[config.mk]
export PLATFORM = sky130hd
export DESIGN_NAME = peak_compressor_gain
export DESIGN_NICKNAME = d
export VERILOG_FILES = /design/src/pcg_pkg.sv /design/src/peak_compressor_gain.sv
export SDC_FILE = /design/constraint.sdc
export NUM_CORES = 1
export LEC_CHECK = 0
export BUFFER_PORTS_ARGS = -buffer_cell sky130_fd_sc_hd__buf_2
export CAP_MARGIN = 0
export CORE_ASPECT_RATIO = 0.6
export CORE_MARGIN = 2
export CORE_UTILIZATION = 26
export CTS_BUF_LIST = sky130_fd_sc_hd__clkbuf_16
export DETAILED_ROUTE_END_ITERATION = 16
export PLACE_DENSITY = 0.43
export REMOVE_ABC_BUFFERS = 1
export SLEW_MARGIN = 20
export SYNTH_ARGS = -nofsm -noshare
export SYNTH_HDL_FRONTEND = slang
export SYNTH_SLANG_ARGS = --single-unit
[constraint.sdc]
create_clock -name clk -period 10.8 [get_ports clk]
set_input_delay 1.62 -clock clk [delete_from_list [all_inputs] [get_ports clk]]
set_output_delay 1.62 -clock clk [all_outputs]
set_load 0.02 [all_outputs]
[src/pcg_pkg.sv]
// ----------------------------------------------------------------------------
// pcg_pkg
// Shared types and constants of the peak compressor gain stage.
// ----------------------------------------------------------------------------
package pcg_pkg;

	typedef struct packed {
		logic signed [15:0] sample_a;
		logic signed [15:0] sample_b;
		logic signed [15:0] sample_c;
		logic signed [15:0] sample_d;
	} frame_t;

	typedef struct packed {
		logic signed [15:0] out_a;
		logic signed [15:0] out_b;
		logic signed [15:0] out_c;
		logic signed [15:0] out_d;
		logic [15:0]        applied_gain;
	} result_t;

	localparam int unsigned IO_CHANNELS = 4;

	// Register indexes of the configuration port.
	localparam logic [2:0] REG_THRESHOLD = 3'd0;
	localparam logic [2:0] REG_SLOPE     = 3'd1;
	localparam logic [2:0] REG_ATTACK    = 3'd2;
	localparam logic [2:0] REG_RELEASE   = 3'd3;
	localparam logic [2:0] REG_CHANNELS  = 3'd4;

	localparam logic [15:0] RST_THRESHOLD = 16'd16384;
	localparam logic [15:0] RST_SLOPE     = 16'd32768;
	localparam logic [15:0] RST_ATTACK    = 16'd65000;
	localparam logic [15:0] RST_RELEASE   = 16'd65500;
	localparam logic [2:0]  RST_CHANNELS  = 3'd2;

	localparam logic [15:0] GAIN_ONE   = 16'd32768;
	localparam logic [15:0] FULL_SCALE = 16'd32768;
	localparam logic [15:0] EXP_C1     = 16'd43024;
	localparam logic [15:0] EXP_C2     = 16'd22512;

	// Shared multiplier: 20 by 20 bits, four multiplier bits per cycle.
	localparam int unsigned MUL_W     = 20;
	localparam int unsigned MUL_DIGIT = 4;
	localparam logic [2:0]  MUL_LAST  = 3'd4;

endpackage

[src/peak_compressor_gain.sv]
// ----------------------------------------------------------------------------
// peak_compressor_gain
// Feed-forward peak compressor: envelope follower, log-domain gain, scaling.
// ----------------------------------------------------------------------------
// One frame is handled at a time. Every product goes through one shared
// shift-add multiplier that takes four multiplier bits per cycle. A frame
// whose envelope ends at or below the threshold skips the logarithms and is
// scaled by unity gain; a frame that is compressed spends most of its time
// in the two base-2 logarithms, each of which is sixteen dependent squarings
// on that multiplier. A finished frame waits in the output register while
// the next frame is accepted.
// Configuration writes are always ready.
module peak_compressor_gain (
	input  logic              clk,
	input  logic              arst_n,
	input  logic              frame_valid,
	output logic              frame_stall,
	input  pcg_pkg::frame_t   frame,
	output logic              result_valid,
	input  logic              result_stall,
	output pcg_pkg::result_t  result,
	input  logic              cfg_valid,
	output logic              cfg_ready,
	input  logic [2:0]        cfg_index,
	input  logic [15:0]       cfg_data
);
	import pcg_pkg::*;

	localparam logic [3:0] ST_IDLE     = 4'd0;
	localparam logic [3:0] ST_ENV      = 4'd1;
	localparam logic [3:0] ST_ENV_W    = 4'd2;
	localparam logic [3:0] ST_LOG_NORM = 4'd3;
	localparam logic [3:0] ST_LOG_SQ   = 4'd4;
	localparam logic [3:0] ST_LOG_W    = 4'd5;
	localparam logic [3:0] ST_SLOPE    = 4'd6;
	localparam logic [3:0] ST_SLOPE_W  = 4'd7;
	localparam logic [3:0] ST_EXP1     = 4'd8;
	localparam logic [3:0] ST_EXP1_W   = 4'd9;
	localparam logic [3:0] ST_EXP2     = 4'd10;
	localparam logic [3:0] ST_EXP2_W   = 4'd11;
	localparam logic [3:0] ST_OUT      = 4'd12;
	localparam logic [3:0] ST_OUT_W    = 4'd13;
	localparam logic [3:0] ST_DONE     = 4'd14;

	function automatic logic [15:0] mag16(logic signed [15:0] s);
		logic [16:0] w;
		w = s[15] ? (17'd0 - {1'b1, s}) : {1'b0, s};
		return w[15:0];
	endfunction

	function automatic logic [3:0] msb16(logic [15:0] x);
		logic [3:0] m;
		m = 4'd0;
		for (int i = 0; i < 16; i++) begin
			if (x[i]) m = 4'(i);
		end
		return m;
	endfunction

	// Configuration registers.
	logic [15:0] thr_q, slope_q, atk_q, rel_q;
	logic [2:0]  chan_q;

	// Sequencer and datapath registers.
	logic [3:0]              state_q;
	frame_t                  frame_q;
	logic [2:0]              count_q;
	logic [15:0]             peak_q, env_q, target_q;
	logic                    dn_q;
	logic                    log_sel_q;
	logic [3:0]              msb_q, iter_q, k_q;
	logic [15:0]             n_q, frac_q, gain_q, c_q;
	logic [19:0]             log_e_q, diff_q;
	logic [16:0]             x_q;
	logic [1:0]              ch_q;
	logic [3:0][15:0]        res_q;
	logic                    result_valid_q;
	result_t                 result_q;

	// Shared multiplier.
	logic [MUL_W-1:0]        mul_a_q, mul_b_q;
	logic [2*MUL_W-1:0]      mul_acc_q;
	logic [2:0]              mul_cnt_q;
	logic                    mul_busy_q;
	logic                    mul_go;
	logic [MUL_W-1:0]        mul_go_a, mul_go_b;

	// Combinational helpers.
	logic [15:0] thr_eff;
	logic [2:0]  count_in;
	logic [15:0] mag_in [IO_CHANNELS];
	logic [15:0] peak_in;
	logic [15:0] target_c, coeff_c, d_c, step_c, env_new;
	logic [15:0] log_x;
	logic [3:0]  log_msb;
	logic [16:0] sq;
	logic [15:0] frac_nx, n_nx;
	logic [19:0] logv, slope_l;
	logic [17:0] p_c, g_c;
	logic signed [15:0] s_ch;
	logic        ch_act;
	logic [31:0] prod_p, prod_s;
	logic        out_load;

	assign thr_eff = (thr_q == 16'd0) ? 16'd1 : thr_q;

	always_comb begin
		if (chan_q == 3'd0)
			count_in = 3'd1;
		else if (chan_q > 3'(IO_CHANNELS))
			count_in = 3'(IO_CHANNELS);
		else
			count_in = chan_q;
		mag_in[0] = mag16(frame.sample_a);
		mag_in[1] = mag16(frame.sample_b);
		mag_in[2] = mag16(frame.sample_c);
		mag_in[3] = mag16(frame.sample_d);
		peak_in = 16'd0;
		for (int i = 0; i < IO_CHANNELS; i++) begin
			if (3'(i) < count_in && mag_in[i] > peak_in) peak_in = mag_in[i];
		end
	end

	always_comb begin
		target_c = (peak_q > thr_eff) ? peak_q : env_q;
		coeff_c  = (peak_q > env_q) ? atk_q : rel_q;
		d_c      = (env_q >= target_c) ? (env_q - target_c) : (target_c - env_q);
		step_c   = mul_acc_q[31:16];
		env_new  = dn_q ? (target_q + step_c) : (target_q - step_c);
	end

	// Logarithm: normalize, then one squaring per fraction bit.
	assign log_x   = log_sel_q ? thr_eff : env_q;
	assign log_msb = msb16(log_x);
	assign sq      = mul_acc_q[31:15];
	assign frac_nx = {frac_q[14:0], sq[16]};
	assign n_nx    = sq[16] ? sq[16:1] : sq[15:0];
	assign logv    = {msb_q, frac_nx};
	assign slope_l = mul_acc_q[35:16];

	assign p_c = 18'd65536 + {1'b0, mul_acc_q[32:16]};
	assign g_c = p_c >> ({1'b0, k_q} + 5'd2);

	always_comb begin
		case (ch_q)
			2'd0:    s_ch = frame_q.sample_a;
			2'd1:    s_ch = frame_q.sample_b;
			2'd2:    s_ch = frame_q.sample_c;
			default: s_ch = frame_q.sample_d;
		endcase
	end
	assign ch_act = ({1'b0, ch_q} < count_q);
	assign prod_p = mul_acc_q[31:0];
	// Negating before the arithmetic shift rounds toward minus infinity.
	assign prod_s = s_ch[15] ? (32'd0 - prod_p) : prod_p;

	always_comb begin
		mul_go   = 1'b0;
		mul_go_a = '0;
		mul_go_b = '0;
		case (state_q)
			ST_ENV: begin
				mul_go   = 1'b1;
				mul_go_a = MUL_W'(d_c);
				mul_go_b = MUL_W'(coeff_c);
			end
			ST_LOG_SQ: begin
				mul_go   = 1'b1;
				mul_go_a = MUL_W'(n_q);
				mul_go_b = MUL_W'(n_q);
			end
			ST_SLOPE: begin
				mul_go   = 1'b1;
				mul_go_a = diff_q;
				mul_go_b = MUL_W'(slope_q);
			end
			ST_EXP1: begin
				mul_go   = 1'b1;
				mul_go_a = MUL_W'(EXP_C2);
				mul_go_b = MUL_W'(x_q);
			end
			ST_EXP2: begin
				mul_go   = 1'b1;
				mul_go_a = MUL_W'(x_q);
				mul_go_b = MUL_W'(c_q);
			end
			ST_OUT: begin
				mul_go   = ch_act;
				mul_go_a = MUL_W'(mag16(s_ch));
				mul_go_b = MUL_W'(gain_q);
			end
			default: begin
				mul_go = 1'b0;
			end
		endcase
	end

	assign frame_stall  = (state_q != ST_IDLE);
	assign result_valid = result_valid_q;
	assign result       = result_q;
	assign cfg_ready    = 1'b1;
	assign out_load     = (state_q == ST_DONE) && (!result_valid_q || !result_stall);

	always_ff @(posedge clk or negedge arst_n) begin
		if (!arst_n) begin
			thr_q          <= RST_THRESHOLD;
			slope_q        <= RST_SLOPE;
			atk_q          <= RST_ATTACK;
			rel_q          <= RST_RELEASE;
			chan_q         <= RST_CHANNELS;
			env_q          <= FULL_SCALE;
			state_q        <= ST_IDLE;
			result_valid_q <= 1'b0;
			mul_busy_q     <= 1'b0;
			mul_cnt_q      <= '0;
		end else begin
			if (cfg_valid && cfg_ready) begin
				case (cfg_index)
					REG_THRESHOLD: thr_q   <= cfg_data;
					REG_SLOPE:     slope_q <= cfg_data;
					REG_ATTACK:    atk_q   <= cfg_data;
					REG_RELEASE:   rel_q   <= cfg_data;
					REG_CHANNELS:  chan_q  <= cfg_data[2:0];
					default: ;
				endcase
			end

			if (out_load) result_valid_q <= 1'b1;
			else if (result_valid_q && !result_stall) result_valid_q <= 1'b0;

			// Multiplier: the top digit of b goes in first, acc shifts up.
			if (mul_busy_q) begin
				mul_acc_q <= {mul_acc_q[2*MUL_W-MUL_DIGIT-1:0], {MUL_DIGIT{1'b0}}}
					+ (2*MUL_W)'(mul_a_q) * (2*MUL_W)'(mul_b_q[MUL_W-1 -: MUL_DIGIT]);
				mul_b_q   <= {mul_b_q[MUL_W-MUL_DIGIT-1:0], {MUL_DIGIT{1'b0}}};
				mul_cnt_q <= mul_cnt_q + 3'd1;
				if (mul_cnt_q == MUL_LAST) mul_busy_q <= 1'b0;
			end else if (mul_go) begin
				mul_a_q    <= mul_go_a;
				mul_b_q    <= mul_go_b;
				mul_acc_q  <= '0;
				mul_cnt_q  <= '0;
				mul_busy_q <= 1'b1;
			end

			case (state_q)
				ST_IDLE: begin
					if (frame_valid) begin
						frame_q <= frame;
						count_q <= count_in;
						peak_q  <= peak_in;
						state_q <= ST_ENV;
					end
				end
				ST_ENV: begin
					target_q <= target_c;
					dn_q     <= (env_q >= target_c);
					state_q  <= ST_ENV_W;
				end
				ST_ENV_W: begin
					if (!mul_busy_q) begin
						env_q <= env_new;
						ch_q  <= 2'd0;
						if (env_new > thr_eff) begin
							log_sel_q <= 1'b0;
							state_q   <= ST_LOG_NORM;
						end else begin
							gain_q  <= GAIN_ONE;
							state_q <= ST_OUT;
						end
					end
				end
				ST_LOG_NORM: begin
					msb_q   <= log_msb;
					n_q     <= 16'(log_x << (4'd15 - log_msb));
					frac_q  <= '0;
					iter_q  <= '0;
					state_q <= ST_LOG_SQ;
				end
				ST_LOG_SQ: begin
					state_q <= ST_LOG_W;
				end
				ST_LOG_W: begin
					if (!mul_busy_q) begin
						frac_q <= frac_nx;
						n_q    <= n_nx;
						iter_q <= iter_q + 4'd1;
						if (iter_q == 4'd15) begin
							if (!log_sel_q) begin
								log_e_q   <= logv;
								log_sel_q <= 1'b1;
								state_q   <= ST_LOG_NORM;
							end else begin
								diff_q  <= log_e_q - logv;
								state_q <= ST_SLOPE;
							end
						end else begin
							state_q <= ST_LOG_SQ;
						end
					end
				end
				ST_SLOPE: begin
					state_q <= ST_SLOPE_W;
				end
				ST_SLOPE_W: begin
					if (!mul_busy_q) begin
						k_q <= slope_l[19:16];
						if (slope_l[15:0] == 16'd0) begin
							gain_q  <= GAIN_ONE >> slope_l[19:16];
							state_q <= ST_OUT;
						end else begin
							x_q     <= 17'(18'd65536 - {2'b00, slope_l[15:0]});
							state_q <= ST_EXP1;
						end
					end
				end
				ST_EXP1: begin
					state_q <= ST_EXP1_W;
				end
				ST_EXP1_W: begin
					if (!mul_busy_q) begin
						c_q     <= EXP_C1 + {1'b0, mul_acc_q[30:16]};
						state_q <= ST_EXP2;
					end
				end
				ST_EXP2: begin
					state_q <= ST_EXP2_W;
				end
				ST_EXP2_W: begin
					if (!mul_busy_q) begin
						gain_q  <= g_c[15:0];
						state_q <= ST_OUT;
					end
				end
				ST_OUT: begin
					if (ch_act) begin
						state_q <= ST_OUT_W;
					end else begin
						res_q[ch_q] <= '0;
						ch_q        <= ch_q + 2'd1;
						state_q     <= (ch_q == 2'd3) ? ST_DONE : ST_OUT;
					end
				end
				ST_OUT_W: begin
					if (!mul_busy_q) begin
						res_q[ch_q] <= prod_s[30:15];
						ch_q        <= ch_q + 2'd1;
						state_q     <= (ch_q == 2'd3) ? ST_DONE : ST_OUT;
					end
				end
				ST_DONE: begin
					if (out_load) begin
						result_q.out_a        <= res_q[0];
						result_q.out_b        <= res_q[1];
						result_q.out_c        <= res_q[2];
						result_q.out_d        <= res_q[3];
						result_q.applied_gain <= gain_q;
						state_q               <= ST_IDLE;
					end
				end
				default: begin
					state_q <= ST_IDLE;
				end
			endcase
		end
	end

	a_gain_bound: assert property (@(posedge clk) disable iff (!arst_n)
		result_valid |-> result.applied_gain <= GAIN_ONE)
		else $error("applied gain above unity");

	a_env_bound: assert property (@(posedge clk) disable iff (!arst_n)
		env_q <= FULL_SCALE)
		else $error("envelope above full scale");

	a_mul_owner: assert property (@(posedge clk) disable iff (!arst_n)
		mul_busy_q |-> (state_q == ST_ENV_W || state_q == ST_LOG_W ||
			state_q == ST_SLOPE_W || state_q == ST_EXP1_W ||
			state_q == ST_EXP2_W || state_q == ST_OUT_W))
		else $error("multiplier busy outside a wait state");

	a_done_loads: assert property (@(posedge clk) disable iff (!arst_n)
		(state_q == ST_DONE && !result_valid_q) |=> result_valid_q)
		else $error("finished frame not presented");

endmodule

==> flow_summary.ini <==
[clock_tree]
hold_buffers = 0
numCtsBuffers = 56
clockBufferDepth = 3
clockRootBuffer = clkbuf_16
clkTransAtPathRegs_ns = 0.06
clkSinkCount = 547
cts_resized = 0
cts_tree = done
clk_latency_ns = 0.69
cts_setup_buffers = 0
cts.htree.levels = 2

[timing]
worst_pin_slew_ns = 1.11
period_needed_ns = 9.38
fin_worst_skew_ns = 0.0739
max_slew_margin = 0.250
min_period_over_period = 0.869
setup_violations = 0
tns_ns = 0
rsz0062_at_grt = no
timing_hold_violations_final = 0
fmax_mhz = 107
whs_ns = 0.447
report.final.slew_viol_count = 0

[critical_path]
cp_data_required_time_ns = 11.17
worst_path_most_repeated_cell = o21a_1
startpoint = frame[48]
crit_arrival_ns = 9.75
end_kind = register
crit_type = in -> reg
slowest_stage = a31oi_4
cp_slowest_stage_delay_ns = 0.54
worstPathMaxFanout = 19
r2r_start = thr_q[12]
worstSetupStartpointType = input pin

[synthesis]
yosys_warnings = 0
yosysUniqueCellTypes = 89
synth-async-reset-ratio = 0.168
synth_compound_area_frac = 0.142
synth_top_family_by_area = compound AO/OA/AOI/OAI gates
synthAdderAreaFrac = 0.111
synth_edf_count = 455
synth_cells = 3224
ys_ff_latch = 547
avgSynthCellArea_um2 = 10.6
seq_area_frac_synth = 0.468
muxShareOfSynthArea = 0.0669
synth_ff_type = edfxtp_1
synth_simple_gate_area_share = 0.128
synthesis.area_mm2 = 0.0342
synthXorXnorAreaFrac = 0.0471

[global_routing]
grt_max_degree = 80
track_usage = 0.181
grt_pass1_wl_mm = 179
antenna_found_initial = 21
grt_pass1_vias = 24243
grt_overflow = 0

[final_layout]
nFillCells = 13634
final_nets = 3729
multiInputGateArea_mm2 = 0.0171
drive_above_1_share = 0.150
syn_to_final_growth_pct = 14.7
regArea_mm2 = 0.0160

[outcome]
outcome = completed

[job]
cap_violations = 0

[drt]
wl_mm = 125
wl_per_cell_um = 24.2
drt-initial-drc-count = 3189
drc_errors = 0
ant_nets = 0
dr.pass1.iters = 5
vias = 26096
via_per_inst = 5.07

[die]
pin_count = 171
die-area_mm2 = 0.135
die_w_um = 472
die_h_um = 285
num_rows = 103
core_mm2 = 0.131
start_util = 0.261

[placed_design]
finalWeightedCongestion = 0.921
hpwlAfterDp_mm = 97.0
io_buffers = 169

[power_and_ir_drop]
power_density_mw_per_mm2 = 307
ir_drop_mv = 0.190
p_leak_nw = 15.2

[hold_path]
hp-start = frac_q[1]
hp-class = reg -> reg
## per-layer routing
metal,up-vias,GRT usage,part of all wire
met1,12914,0.303,0.53
met3,109,0.0578,0.11
li1,12064,-,-
met5,-,0,0.00049
met2,1001,0.215,0.35
met4,8,0.0313,0.015
## registers in the layout (all words and copies together) (netlist names), 17 cells and up
signal     count
x_q           17
res_q         64
frame_q       64
diff_q        20
log_e_q       20
mul_a_q       20
mul_b_q       20
result        80
mul_acc_q     36
## where the power goes
group	total (mW)	switching [mW]	internal, mW
logic	6.78	4.32	2.46
clock network	2.09	0.934	1.16
registers	3.18	0.337	2.84
total	12.0	5.59	6.45
## layout by cell type (no fill, tap or decap), drive strengths merged, types with 17 or more instances in the layout
| cell type | n |
|---|---|
| a211oi | 24 |
| a21o | 40 |
| a21oi | 253 |
| a22oi | 39 |
| a31oi | 24 |
| and2 | 44 |
| buf | 233 |
| clkbuf | 57 |
| clkinv | 26 |
| dfrtp | 64 |
| dfstp | 28 |
| edfxtp | 455 |
| fa | 59 |
| ha | 210 |
| inv | 200 |
| mux2 | 111 |
| mux2i | 96 |
| nand2 | 312 |
| nand2b | 73 |
| nand3 | 63 |
| nand4 | 36 |
| nor2 | 204 |
| nor2b | 32 |
| nor3 | 62 |
| nor4 | 17 |
| o211ai | 20 |
| o21a | 50 |
| o21ai | 149 |
| o22ai | 19 |
| o31ai | 21 |
| or3 | 20 |
| xnor2 | 106 |
| xor2 | 78 |
## critical path, delay by kind of cell
family | cells | cell delay, ns
AOI/OAI and AO/OA | 18 | 3.73
and+or+nand+nor | 8 | 1.63
adders and majority gates | 4 | 0.91
muxes | 2 | 0.80
buffers and inverters | 4 | 0.61
xor gates and xnor gates | 1 | 0.43
## cell type report
type / instances / share of cell area
Multi-Input combinational cell: 2338 / 0.435
Sequential cell: 547 / 0.408
Tap cell: 1732 / 0.0552
Clock buffer: 57 / 0.0364
Timing Repair Buffer: 233 / 0.0340
Inverter: 196 / 0.0188
Clock inverter: 45 / 0.0122
Antenna cell: 2 / 0.000128
## synth_stat cells (all sizes together), types with 39 or more instances
master	number	area, um2
mux2	111	1260
nand2	312	1170
nor2	204	768
a21o	40	300
a22oi	39	293
xnor2	106	928
edfxtp	455	13700
ha	210	2630
dfrtp	64	1600
fa	59	1180
clkbuf	125	469
o21a	50	375
mux2i	96	961
nor3	62	310
and2	44	275
xor2	78	683
nand3	63	315
inv	193	724
o21ai	149	746
a21oi	253	1270
nand2b	73	457
## worst paths after layout
check                         endpoint  slack (ns)  depth (start not counted)
min reg2reg                 log_e_q[2]        0.45                          0
min in group asynchronous     thr_q[1]        0.89                          1
min                         log_e_q[2]        0.45                          0
max reg2reg                mul_a_q[13]        1.95                         26
max in group asynchronous   slope_q[4]        8.70                          2
max                          peak_q[2]        1.42                         37
## kinds of logic (layout without fill, tap and decap cells)
family	after synthesis	count (layout)
and+or+nand+nor	913	913
AOI/OAI and AO/OA	761	761
DFF	547	547
buffers and inverters	339	531
adders and majority gates	269	269
muxes	210	210
xor gates and xnor gates	184	184
other	1	3
## per-stage QoR
step	std cells	setup WS [ns]	instance area, um2	total power, mW	utilization
2_1_floorplan	3081	0.0356	33700	7.48	-
3_3_place_gp	5046	0.647	37300	9.83	0.284
3_5_place_dp	5046	0.588	37300	9.79	0.285
4_1_cts	5148	1.20	39200	11.9	0.299
5_1_grt	5148	0.718	39200	12.9	0.299
6_report	5150	1.42	39200	12.0	0.299
No activity file was read; power rests on OpenSTA's default activity.
